**src/design/esft_pkg.sv**
```systemverilog
// Shared types and constants for the epoch-seconds to FAT timestamp converter.
package esft_pkg;

   localparam int unsigned SEC_WIDTH = 32;
   localparam int unsigned MIN_WIDTH = 27;
   localparam int unsigned HRS_WIDTH = 21;
   localparam int unsigned DAY_WIDTH = 16;
   localparam int unsigned CYC_WIDTH = 6;
   localparam int unsigned YRS_WIDTH = 8;
   localparam int unsigned YDAY_WIDTH = 9;
   localparam int unsigned INCYC_WIDTH = 11;

   localparam int unsigned SEC_PER_MIN = 60;
   localparam int unsigned HOUR_PER_DAY = 24;
   localparam int unsigned DAYS_PER_YEAR = 365;
   localparam int unsigned DAYS_PER_CYCLE = 365 + 366 + 365 + 365;
   localparam int unsigned DAYS_1968_TO_1970 = 365 + 366;
   localparam int unsigned FIRST_MARCH_IN_LEAP = 31 + 29;
   localparam int unsigned BASE_YEAR = 1968;
   localparam int unsigned FAT_YEAR = 1980;

   localparam int unsigned SHIFT_SECS = 37;
   localparam int unsigned SHIFT_MINS = 32;
   localparam int unsigned SHIFT_HRS = 26;
   localparam int unsigned SHIFT_CYC = 27;
   localparam int unsigned SHIFT_YRS = 25;

   localparam longint unsigned RECIP_SECS =
      ((64'd1 << SHIFT_SECS) + SEC_PER_MIN - 1) / SEC_PER_MIN;
   localparam longint unsigned RECIP_MINS =
      ((64'd1 << SHIFT_MINS) + SEC_PER_MIN - 1) / SEC_PER_MIN;
   localparam longint unsigned RECIP_HRS =
      ((64'd1 << SHIFT_HRS) + HOUR_PER_DAY - 1) / HOUR_PER_DAY;
   localparam longint unsigned RECIP_CYC =
      ((64'd1 << SHIFT_CYC) + DAYS_PER_CYCLE - 1) / DAYS_PER_CYCLE;
   localparam longint unsigned RECIP_YRS =
      ((64'd1 << SHIFT_YRS) + DAYS_PER_YEAR - 1) / DAYS_PER_YEAR;

   localparam logic [YDAY_WIDTH-1:0] MONTH_START [12] = '{
      9'd0, 9'd31, 9'd59, 9'd90, 9'd120, 9'd151,
      9'd181, 9'd212, 9'd243, 9'd273, 9'd304, 9'd334
   };

   typedef struct packed {
      logic [5:0] sec;
      logic [5:0] min;
      logic [4:0] hour;
   } hms_type;

endpackage

```
**src/design/epoch_seconds_to_fat_timestamp.sv**
```systemverilog
// Pipelined converter from seconds since 1970 to calendar fields and a FAT date-time word.
//
//   Channel  Direction  Payload
//   req_     in         epoch_seconds (32 bits)
//   rsp_     out        fat_time, year, month, day_of_month, hour, minute, second
//
// One transfer enters per cycle unless a stall on the result channel holds the pipeline.
// The pipeline has nine register stages, with at most one reciprocal multiply in any stage.
// Reset clears the stage valid bits; data registers are not reset.
// A stall on the result channel holds every stage and is passed back on req_stall.
module epoch_seconds_to_fat_timestamp (
   input  logic        clock,
   input  logic        reset,
   input  logic        req_valid,
   output logic        req_stall,
   input  logic [31:0] req_epoch_seconds,
   output logic        rsp_valid,
   input  logic        rsp_stall,
   output logic [31:0] rsp_fat_time,
   output logic [11:0] rsp_year,
   output logic [3:0]  rsp_month,
   output logic [4:0]  rsp_day_of_month,
   output logic [4:0]  rsp_hour,
   output logic [5:0]  rsp_minute,
   output logic [5:0]  rsp_second
);
   import esft_pkg::*;

   logic                   advance;
   logic [8:0]             vld_ff, vld_in;

   logic [SEC_WIDTH-1:0]   secs1_ff, secs1_in;
   logic [MIN_WIDTH-1:0]   mins1_ff, mins1_in;

   logic [MIN_WIDTH-1:0]   mins2_ff, mins2_in;
   logic [5:0]             sec2_ff, sec2_in;
   logic [HRS_WIDTH-1:0]   hrs2_ff, hrs2_in;

   logic [5:0]             sec3_ff, sec3_in;
   logic [5:0]             min3_ff, min3_in;
   logic [HRS_WIDTH-1:0]   hrs3_ff, hrs3_in;
   logic [DAY_WIDTH-1:0]   days3_ff, days3_in;

   hms_type                hms4_ff, hms4_in, hms5_ff, hms6_ff, hms7_ff, hms8_ff;
   logic [DAY_WIDTH-1:0]   d68_4_ff, d68_4_in;
   logic [CYC_WIDTH-1:0]   q4_ff, q4_in;

   logic [DAY_WIDTH-1:0]   d68_5_ff;
   logic [CYC_WIDTH-1:0]   q5_ff;
   logic [INCYC_WIDTH-1:0] incyc5_ff, incyc5_in;

   logic [DAY_WIDTH-1:0]   nd6_ff, nd6_in;
   logic                   bump6_ff, bump6_in;

   logic [DAY_WIDTH-1:0]   nd7_ff;
   logic                   bump7_ff;
   logic [YRS_WIDTH-1:0]   yrs7_ff, yrs7_in;

   logic [YRS_WIDTH-1:0]   yrs8_ff;
   logic [YDAY_WIDTH-1:0]  yday8_ff, yday8_in;

   logic [31:0]            fat_ff, fat_in;
   logic [11:0]            year_ff, year_in;
   logic [3:0]             month_ff, month_in;
   logic [4:0]             mday_ff, mday_in;
   hms_type                hms9_ff;

   logic [63:0]            prod1, prod2, prod3, prod4, prod7;

   assign advance = !(vld_ff[8] && rsp_stall);
   assign req_stall = !advance;
   assign vld_in = {vld_ff[7:0], req_valid};

   always_comb begin
      logic [DAY_WIDTH-1:0]  d68;
      logic                  ge_march;
      logic                  leap;
      logic [YDAY_WIDTH-1:0] start;
      logic [YDAY_WIDTH-1:0] st;

      secs1_in = req_epoch_seconds;
      prod1 = 64'(req_epoch_seconds) * RECIP_SECS;
      mins1_in = prod1[SHIFT_SECS +: MIN_WIDTH];

      mins2_in = mins1_ff;
      sec2_in = 6'(secs1_ff - SEC_WIDTH'(mins1_ff) * SEC_WIDTH'(SEC_PER_MIN));
      prod2 = 64'(mins1_ff) * RECIP_MINS;
      hrs2_in = prod2[SHIFT_MINS +: HRS_WIDTH];

      sec3_in = sec2_ff;
      min3_in = 6'(mins2_ff - MIN_WIDTH'(hrs2_ff) * MIN_WIDTH'(SEC_PER_MIN));
      hrs3_in = hrs2_ff;
      prod3 = 64'(hrs2_ff) * RECIP_HRS;
      days3_in = prod3[SHIFT_HRS +: DAY_WIDTH];

      hms4_in.sec = sec3_ff;
      hms4_in.min = min3_ff;
      hms4_in.hour = 5'(hrs3_ff - HRS_WIDTH'(days3_ff) * HRS_WIDTH'(HOUR_PER_DAY));
      d68 = days3_ff + DAY_WIDTH'(DAYS_1968_TO_1970);
      d68_4_in = d68;
      prod4 = 64'(d68) * RECIP_CYC;
      q4_in = prod4[SHIFT_CYC +: CYC_WIDTH];

      incyc5_in = INCYC_WIDTH'(d68_4_ff - DAY_WIDTH'(q4_ff) * DAY_WIDTH'(DAYS_PER_CYCLE));

      ge_march = incyc5_ff >= INCYC_WIDTH'(FIRST_MARCH_IN_LEAP);
      nd6_in = d68_5_ff - DAY_WIDTH'(q5_ff) - DAY_WIDTH'(ge_march);
      bump6_in = ge_march && (incyc5_ff <= INCYC_WIDTH'(DAYS_PER_YEAR));

      prod7 = 64'(nd6_ff) * RECIP_YRS;
      yrs7_in = prod7[SHIFT_YRS +: YRS_WIDTH];

      yday8_in = YDAY_WIDTH'(nd7_ff - DAY_WIDTH'(yrs7_ff) * DAY_WIDTH'(DAYS_PER_YEAR))
                 + YDAY_WIDTH'(bump7_ff);

      leap = (yrs8_ff[1:0] == 2'b00);
      month_in = 4'd1;
      start = '0;
      for (int i = 0; i < 12; i++) begin
         st = MONTH_START[i] + YDAY_WIDTH'((i >= 2) && leap);
         if (yday8_ff >= st) begin
            month_in = 4'(i + 1);
            start = st;
         end
      end
      mday_in = 5'(yday8_ff - start + YDAY_WIDTH'(1));
      year_in = 12'(BASE_YEAR) + 12'(yrs8_ff);
      fat_in = {7'(year_in - 12'(FAT_YEAR)), month_in, mday_in, hms8_ff.hour,
                hms8_ff.min, hms8_ff.sec[5:1]};
   end

   always_ff @(posedge clock) begin
      if (reset) begin
         vld_ff <= '0;
      end else if (advance) begin
         vld_ff <= vld_in;
      end
   end

   always_ff @(posedge clock) begin
      if (advance) begin
         secs1_ff <= secs1_in;
         mins1_ff <= mins1_in;

         mins2_ff <= mins2_in;
         sec2_ff <= sec2_in;
         hrs2_ff <= hrs2_in;

         sec3_ff <= sec3_in;
         min3_ff <= min3_in;
         hrs3_ff <= hrs3_in;
         days3_ff <= days3_in;

         hms4_ff <= hms4_in;
         d68_4_ff <= d68_4_in;
         q4_ff <= q4_in;

         hms5_ff <= hms4_ff;
         d68_5_ff <= d68_4_ff;
         q5_ff <= q4_ff;
         incyc5_ff <= incyc5_in;

         hms6_ff <= hms5_ff;
         nd6_ff <= nd6_in;
         bump6_ff <= bump6_in;

         hms7_ff <= hms6_ff;
         nd7_ff <= nd6_ff;
         bump7_ff <= bump6_ff;
         yrs7_ff <= yrs7_in;

         hms8_ff <= hms7_ff;
         yrs8_ff <= yrs7_ff;
         yday8_ff <= yday8_in;

         hms9_ff <= hms8_ff;
         fat_ff <= fat_in;
         year_ff <= year_in;
         month_ff <= month_in;
         mday_ff <= mday_in;
      end
   end

   assign rsp_valid = vld_ff[8];
   assign rsp_fat_time = fat_ff;
   assign rsp_year = year_ff;
   assign rsp_month = month_ff;
   assign rsp_day_of_month = mday_ff;
   assign rsp_hour = hms9_ff.hour;
   assign rsp_minute = hms9_ff.min;
   assign rsp_second = hms9_ff.sec;

endmodule

```
**config.mk**
```make
export PLATFORM = sky130hd
export DESIGN_NAME = epoch_seconds_to_fat_timestamp
export DESIGN_NICKNAME = d
export VERILOG_FILES = /design/src/design/esft_pkg.sv /design/src/design/epoch_seconds_to_fat_timestamp.sv
export SDC_FILE = /design/constraint.sdc
export NUM_CORES = 2
export LEC_CHECK = 0
export ABC_AREA = 1
export BUFFER_PORTS_ARGS = -buffer_cell sky130_fd_sc_hd__buf_4
export CORE_AREA = 2 2 331 267
export CTS_CLUSTER_SIZE = 24
export DETAILED_ROUTE_END_ITERATION = 8
export DIE_AREA = 0 0 333 269
export PLACE_DENSITY_LB_ADDON = 0.12
export REMOVE_ABC_BUFFERS = 1
export SYNTH_ARGS = -nofsm -noshare
export SYNTH_HDL_FRONTEND = slang
export SYNTH_SLANG_ARGS = --single-unit
```
**constraint.sdc**
```tcl
create_clock -name clock -period 20 [get_ports clock]
set_input_delay 1 -clock clock [delete_from_list [all_inputs] [get_ports clock]]
set_output_delay 1 -clock clock [all_outputs]
set_load 0.05 [all_outputs]
```
After elaboration in Yosys (flattened, before gate mapping)
Index checks and enable logic that the tools add are counted.
{ "classes": {"n_reduce_logical": 3, "order_cmp": 13, "n_addsub": 23, "n_mul": 10, "n_mux": 22} }
{ "op_table": {"columns": ["op", "count"], "rows": [
  ["multiplier 32 x 32 -> 64 bit (second input constant)", 1],
  ["greater-or-equal comparator 9 bit", 7],
  ["two-way mux 5 bit", 11],
  ["multiplier 27 x 27 -> 53 bit (second input constant)", 1],
  ["multiplier 21 x 22 -> 42 bit (second input constant)", 1],
  ["adder 8 x 1 -> 9 bit (first input constant)", 4],
  ["multiplier 16 x 16 -> 32 bit (second input constant)", 1],
  ["multiplier 16 x 15 -> 31 bit (second input constant)", 1],
  ["adder 9 x 1 -> 9 bit (first input constant)", 3],
  ["multiplier 27 x 4 -> 4 bit (second input constant)", 1],
  ["multiplier 21 x 4 -> 4 bit (second input constant)", 1],
  ["two-way mux 4 bit", 5],
  ["greater-or-equal comparator 9 x 8 -> 1 bit", 2],
  ["adder 16 x 10 -> 16 bit (second input constant)", 1],
  ["adder 7 x 1 -> 8 bit (first input constant)", 2],
  ["multiplier 16 x 2 -> 2 bit (second input constant)", 1],
  ["subtractor 16 x 1 -> 16 bit", 1],
  ["subtractor 16 x 6 -> 16 bit", 1],
  ["adder 11 x 8 -> 12 bit (first input constant)", 1],
  ["two-way mux 3 bit", 4],
  ["subtractor 6 bit", 2],
  ["greater-or-equal comparator 11 x 6 -> 1 bit (second input constant)", 1],
  ["less-or-equal comparator 11 x 9 -> 1 bit (second input constant)", 1],
  ["multiplier 6 x 11 -> 11 bit (second input constant)", 1],
  ["13 further kinds", 16]
]} }
{ "totals": {"output_inout_bits": 72, "ff_bits": 370, "wordCells": 115} }

Logic depth before layout (Yosys ltp)
{ "depth": {"word_depth": 15, "ltp_mapped": 36} }

Worst setup path before layout
Ideal clock, no wire load.
{ "synth_timing": {"path_type": "input to output", "startpoint": "input rsp_stall", "endpoint": "output req_stall", "required_time_ns": 19.000, "path_slack_ns": 6.711, "cell_stages": 2, "arrival_time_ns": 12.289, "cell_sequence": "nand2_1 -> clkinv_1"} }
{ "synth_between": {"elab_chain_len": 1} }
{ "synth_lines": {"columns": ["item", "line_no", "text"], "rows": [
  ["start, declared", "epoch_seconds_to_fat_timestamp.sv:18", "input logic rsp_stall,"],
  ["logical AND 1 bit", "epoch_seconds_to_fat_timestamp.sv:70", "assign advance = !(vld_ff[8] && rsp_stall);"],
  ["end, declared", "epoch_seconds_to_fat_timestamp.sv:15", "output logic req_stall,"]
]} }
No other way between the ends.

Worst setup path after layout
{ "layout_timing": {"startpoint": "register days3_ff[0]", "endpoint": "register q4_ff[3], data pin"} }
{ "layout_between": {"elab_chain_len": 2} }
{ "layout_lines": {"columns": ["item", "line_no", "text"], "rows": [
  ["start, declared", "epoch_seconds_to_fat_timestamp.sv:42", "logic [DAY_WIDTH-1:0] days3_ff, days3_in;"],
  ["start signal, assigned", "epoch_seconds_to_fat_timestamp.sv:152", "days3_ff <= days3_in;"],
  ["adder 16 x 10 -> 16 bit", "epoch_seconds_to_fat_timestamp.sv:99", "d68 = days3_ff + DAY_WIDTH'(DAYS_1968_TO_1970);"],
  ["via d68_4_in[0]", "epoch_seconds_to_fat_timestamp.sv:45", "logic [DAY_WIDTH-1:0] d68_4_ff, d68_4_in;"],
  ["multiplier 16 x 15 -> 31 bit", "epoch_seconds_to_fat_timestamp.sv:101", "prod4 = 64'(d68) * RECIP_CYC;"],
  ["via prod4[30]", "epoch_seconds_to_fat_timestamp.sv:68", "logic [63:0] prod1, prod2, prod3, prod4, prod7;"],
  ["end signal, assigned", "epoch_seconds_to_fat_timestamp.sv:156", "q4_ff <= q4_in;"],
  ["end, declared", "epoch_seconds_to_fat_timestamp.sv:46", "logic [CYC_WIDTH-1:0] q4_ff, q4_in;"]
]} }
The timed path passes the listed nets, and every way through them passes these cells.
A chain may end at the register's enable or synchronous reset.

==> flow_metrics.env <==
export IMPL_status="finished clean"
export IMPL_yosysSeqAreaShare_pct=19.4
export IMPL_cp_slowest_cell="fa_1"
export IMPL_gr_total_overflow=0
export IMPL_critical_path_top_delay_family="adder cells"
export IMPL_design_area_sq_um=55600
export IMPL_ctsHoldBuffers=0
export IMPL_post_cts_buffers=0
export IMPL_start_kind="register"
export IMPL_area_delta_synth_final_pct=6.38
export IMPL_cts_tree="yes"
export IMPL_wl_per_cell_microns=18.0
export IMPL_vias=37800
export IMPL_path_class="reg -> reg"
export IMPL_io_buffers=107
export IMPL_endpoint_kind="register"
export IMPL_firstDrtPassIters=8
export IMPL_syn_area_per_cell_sq_um=9.06
export IMPL_holdWs_ns=0.416
export IMPL_hpwl_microns=110000
export IMPL_num_rows=97
export IMPL_cts_max_level=2
export IMPL_setup_viol=0
export IMPL_yosys_area_top_type_share_pct=25.8
export IMPL_synth_yosys_warnings=0
export IMPL_hp_class="reg -> reg"
export IMPL_rsz0062_at_grt="false"
export IMPL_stdcell_count=7054
export IMPL_die_w_microns=333
export IMPL_drtAntennaViolNets=0
export IMPL_synth_area_leaders="ha_1 26%, fa_1 23%, edfxtp_1 19%"
export IMPL_antenna_found_initial=1
export IMPL_viasPerCell=5.35
export IMPL_drc_errors=0
export IMPL_num_io_pins=108
export IMPL_cp_required_ns=20.36
export IMPL_fin_skew_ns=0.0226
export IMPL_initial_core_util_pct=60.3
export IMPL_drv_cap=0
export IMPL_dpl_cell_area_sq_um=54300
export IMPL_core_area_sq_um=86700
export IMPL_setup_tns_final_ns=0
export IMPL_post_cts_resized=0
export IMPL_track_usage_pct=28.9
export IMPL_final_max_slew_viol_count=0
export IMPL_clk_latency_ns=0.60
export IMPL_period_minus_slack_ns=7.16
export IMPL_postSynth_asyncResetShare_pct=0
export IMPL_grt_pass1_wl_microns=202000
export IMPL_crit_arrival_ns=7.52
export IMPL_period_share_pct=35.8
export IMPL_grt_max_degree=81
export IMPL_drtIter0Drc=2710
export IMPL_hold_viol_final=0
export IMPL_cts_root_buf="clkbuf_16"
export IMPL_drive_gt1_share_pct=3.42
export IMPL_synth_ff_type="edfxtp_1"
export IMPL_gp_congestion=0.989
export IMPL_crit_buf_inv=7
export IMPL_slowest_delay_ns=0.54
export IMPL_finalNetCount=7608
export IMPL_worst_slew_margin_rel_pct=31.5
export IMPL_cts_path_max_buffers=3
export IMPL_synth_cells=5765
export IMPL_synth_top_area_cell="ha_1"
export IMPL_syn_area_sq_um=52300
export IMPL_max_freq_mhz=140
export IMPL_tightest_slew_ns=1.03
export IMPL_first_global_vias=37400
export IMPL_dp_cells=6982
export IMPL_ys_ff_latch=341
export IMPL_numCtsBuffers=39
export IMPL_cts_sinks=341
export IMPL_synth_edf_count=332
export IMPL_totalWireLength_microns=127000
export IMPL_path_clk_slew_ns=0.06
export IMPL_die_h_microns=269
export IMPL_die_area_sq_um=89600
export IMPL_cp_max_fo=9
export IMPL_yosys_cell_types_count=48
## final cells by class
class / instances / area, sq um
diodes: 1 / 2.50
well taps: 1138 / 1420
inverters: 1570 / 5900
clock inverters: 26 / 302
fillers: 7453 / 31100
repair buffers: 111 / 833
flip-flops and latches: 341 / 10100
clock buffers: 45 / 998
multi-input cells: 3822 / 36000
## metrics by stage
| stage | utilization, % | setup slack (ns) |
|---|---|---|
| after detailed placement | 62.6 | 12.94 |
| after global routing | 64.1 | 12.17 |
| after floorplan | - | 6.71 |
| after CTS | 64.1 | 12.88 |
| final | 64.1 | 12.84 |
| after global placement | 62.6 | 13.07 |
## per-layer routing
metal,track usage (%),wire [microns],vias to the layer above
met5,0,0,-
met4,6.03,2430,0
met3,6.42,10500,148
met2,43.5,53500,1198
met1,42.9,60600,17900
li1,-,-,18500
## Yosys cell counts (25+ instances only)
cell type	number
nand3_1	153
nor3_1	48
edfxtp_1	332
xnor2_1	42
o21ai_0	195
fa_1	610
xor2_1	82
nor2_1	358
o21bai_1	27
nand4_1	42
a31oi_1	25
a21o_1	32
nand2_1	733
inv_1	1565
ha_1	1077
buf_4	28
a21oi_1	284
## path summary, 6_finish.rpt
check,from,to,slack (ns),cells past startpoint
worst min register to register,hms5_ff[4],hms6_ff[4],0.42,0
worst max-delay path,days3_ff[0],q4_ff[3],12.84,34
worst max register to register,days3_ff[0],q4_ff[3],12.84,34
worst min-delay path,hms5_ff[4],hms6_ff[4],0.42,0
## worst reg2reg max path, delay by kind of cell (launching register included)
family	cells	cell delay (ns)
xor gates and xnor gates	1	0.33
AOI/OAI and AO/OA	3	0.47
buffers and inverters	7	0.80
DFF	1	0.44
and+or+nand+nor	15	1.29
adders and majority gates	8	3.60
## cell usage in the layout, fill, tap and decap left out, types with 25 or more instances in the layout
master / Yosys / final
nand2_1: 733 / 732
nor2_1: 358 / 358
a21o_1: 32 / 32
buf_4: 28 / 111
fa_1: 610 / 610
clkbuf_16: 0 / 39
a31oi_1: 25 / 25
o21ai_0: 195 / 195
nand3_1: 153 / 153
edfxtp_1: 332 / 332
nand4_1: 42 / 42
ha_1: 1077 / 1077
a21oi_1: 284 / 284
xnor2_1: 42 / 42
xor2_1: 82 / 82
inv_1: 1565 / 1565
o21bai_1: 27 / 27
nor3_1: 48 / 48
## registers in the layout, summed over array words and instances, names as in the netlist, 10 cells and up
register      flops
d68_4_ff         16
d68_5_ff         16
days3_ff         16
fat_in           16
hms4_ff          17
hms5_ff          17
hms6_ff          17
hms7_ff          17
hrs2_ff          21
incyc5_ff        10
mins1_ff         27
nd6_ff           16
rsp_fat_time     32
## cell families (layout without fill, tap and decap cells)
| group | count (synthesis) | in the layout | share of synthesized area [%] |
|---|---|---|---|
| AND/OR/NAND/NOR | 1390 | 1390 | 11.0 |
| XOR/XNOR | 126 | 126 | 2.14 |
| other | 0 | 1 | 0 |
| adder cells (fa/ha/maj) | 1687 | 1687 | 49.2 |
| flip-flops | 341 | 341 | 19.4 |
| AO/OA/AOI/OAI | 619 | 619 | 6.54 |
| buffers and inverters | 1602 | 1752 | 11.7 |
Power is left out: the tool's default activity adds up to more than one toggle a clock period on the data nets, which glitch-free logic cannot reach.
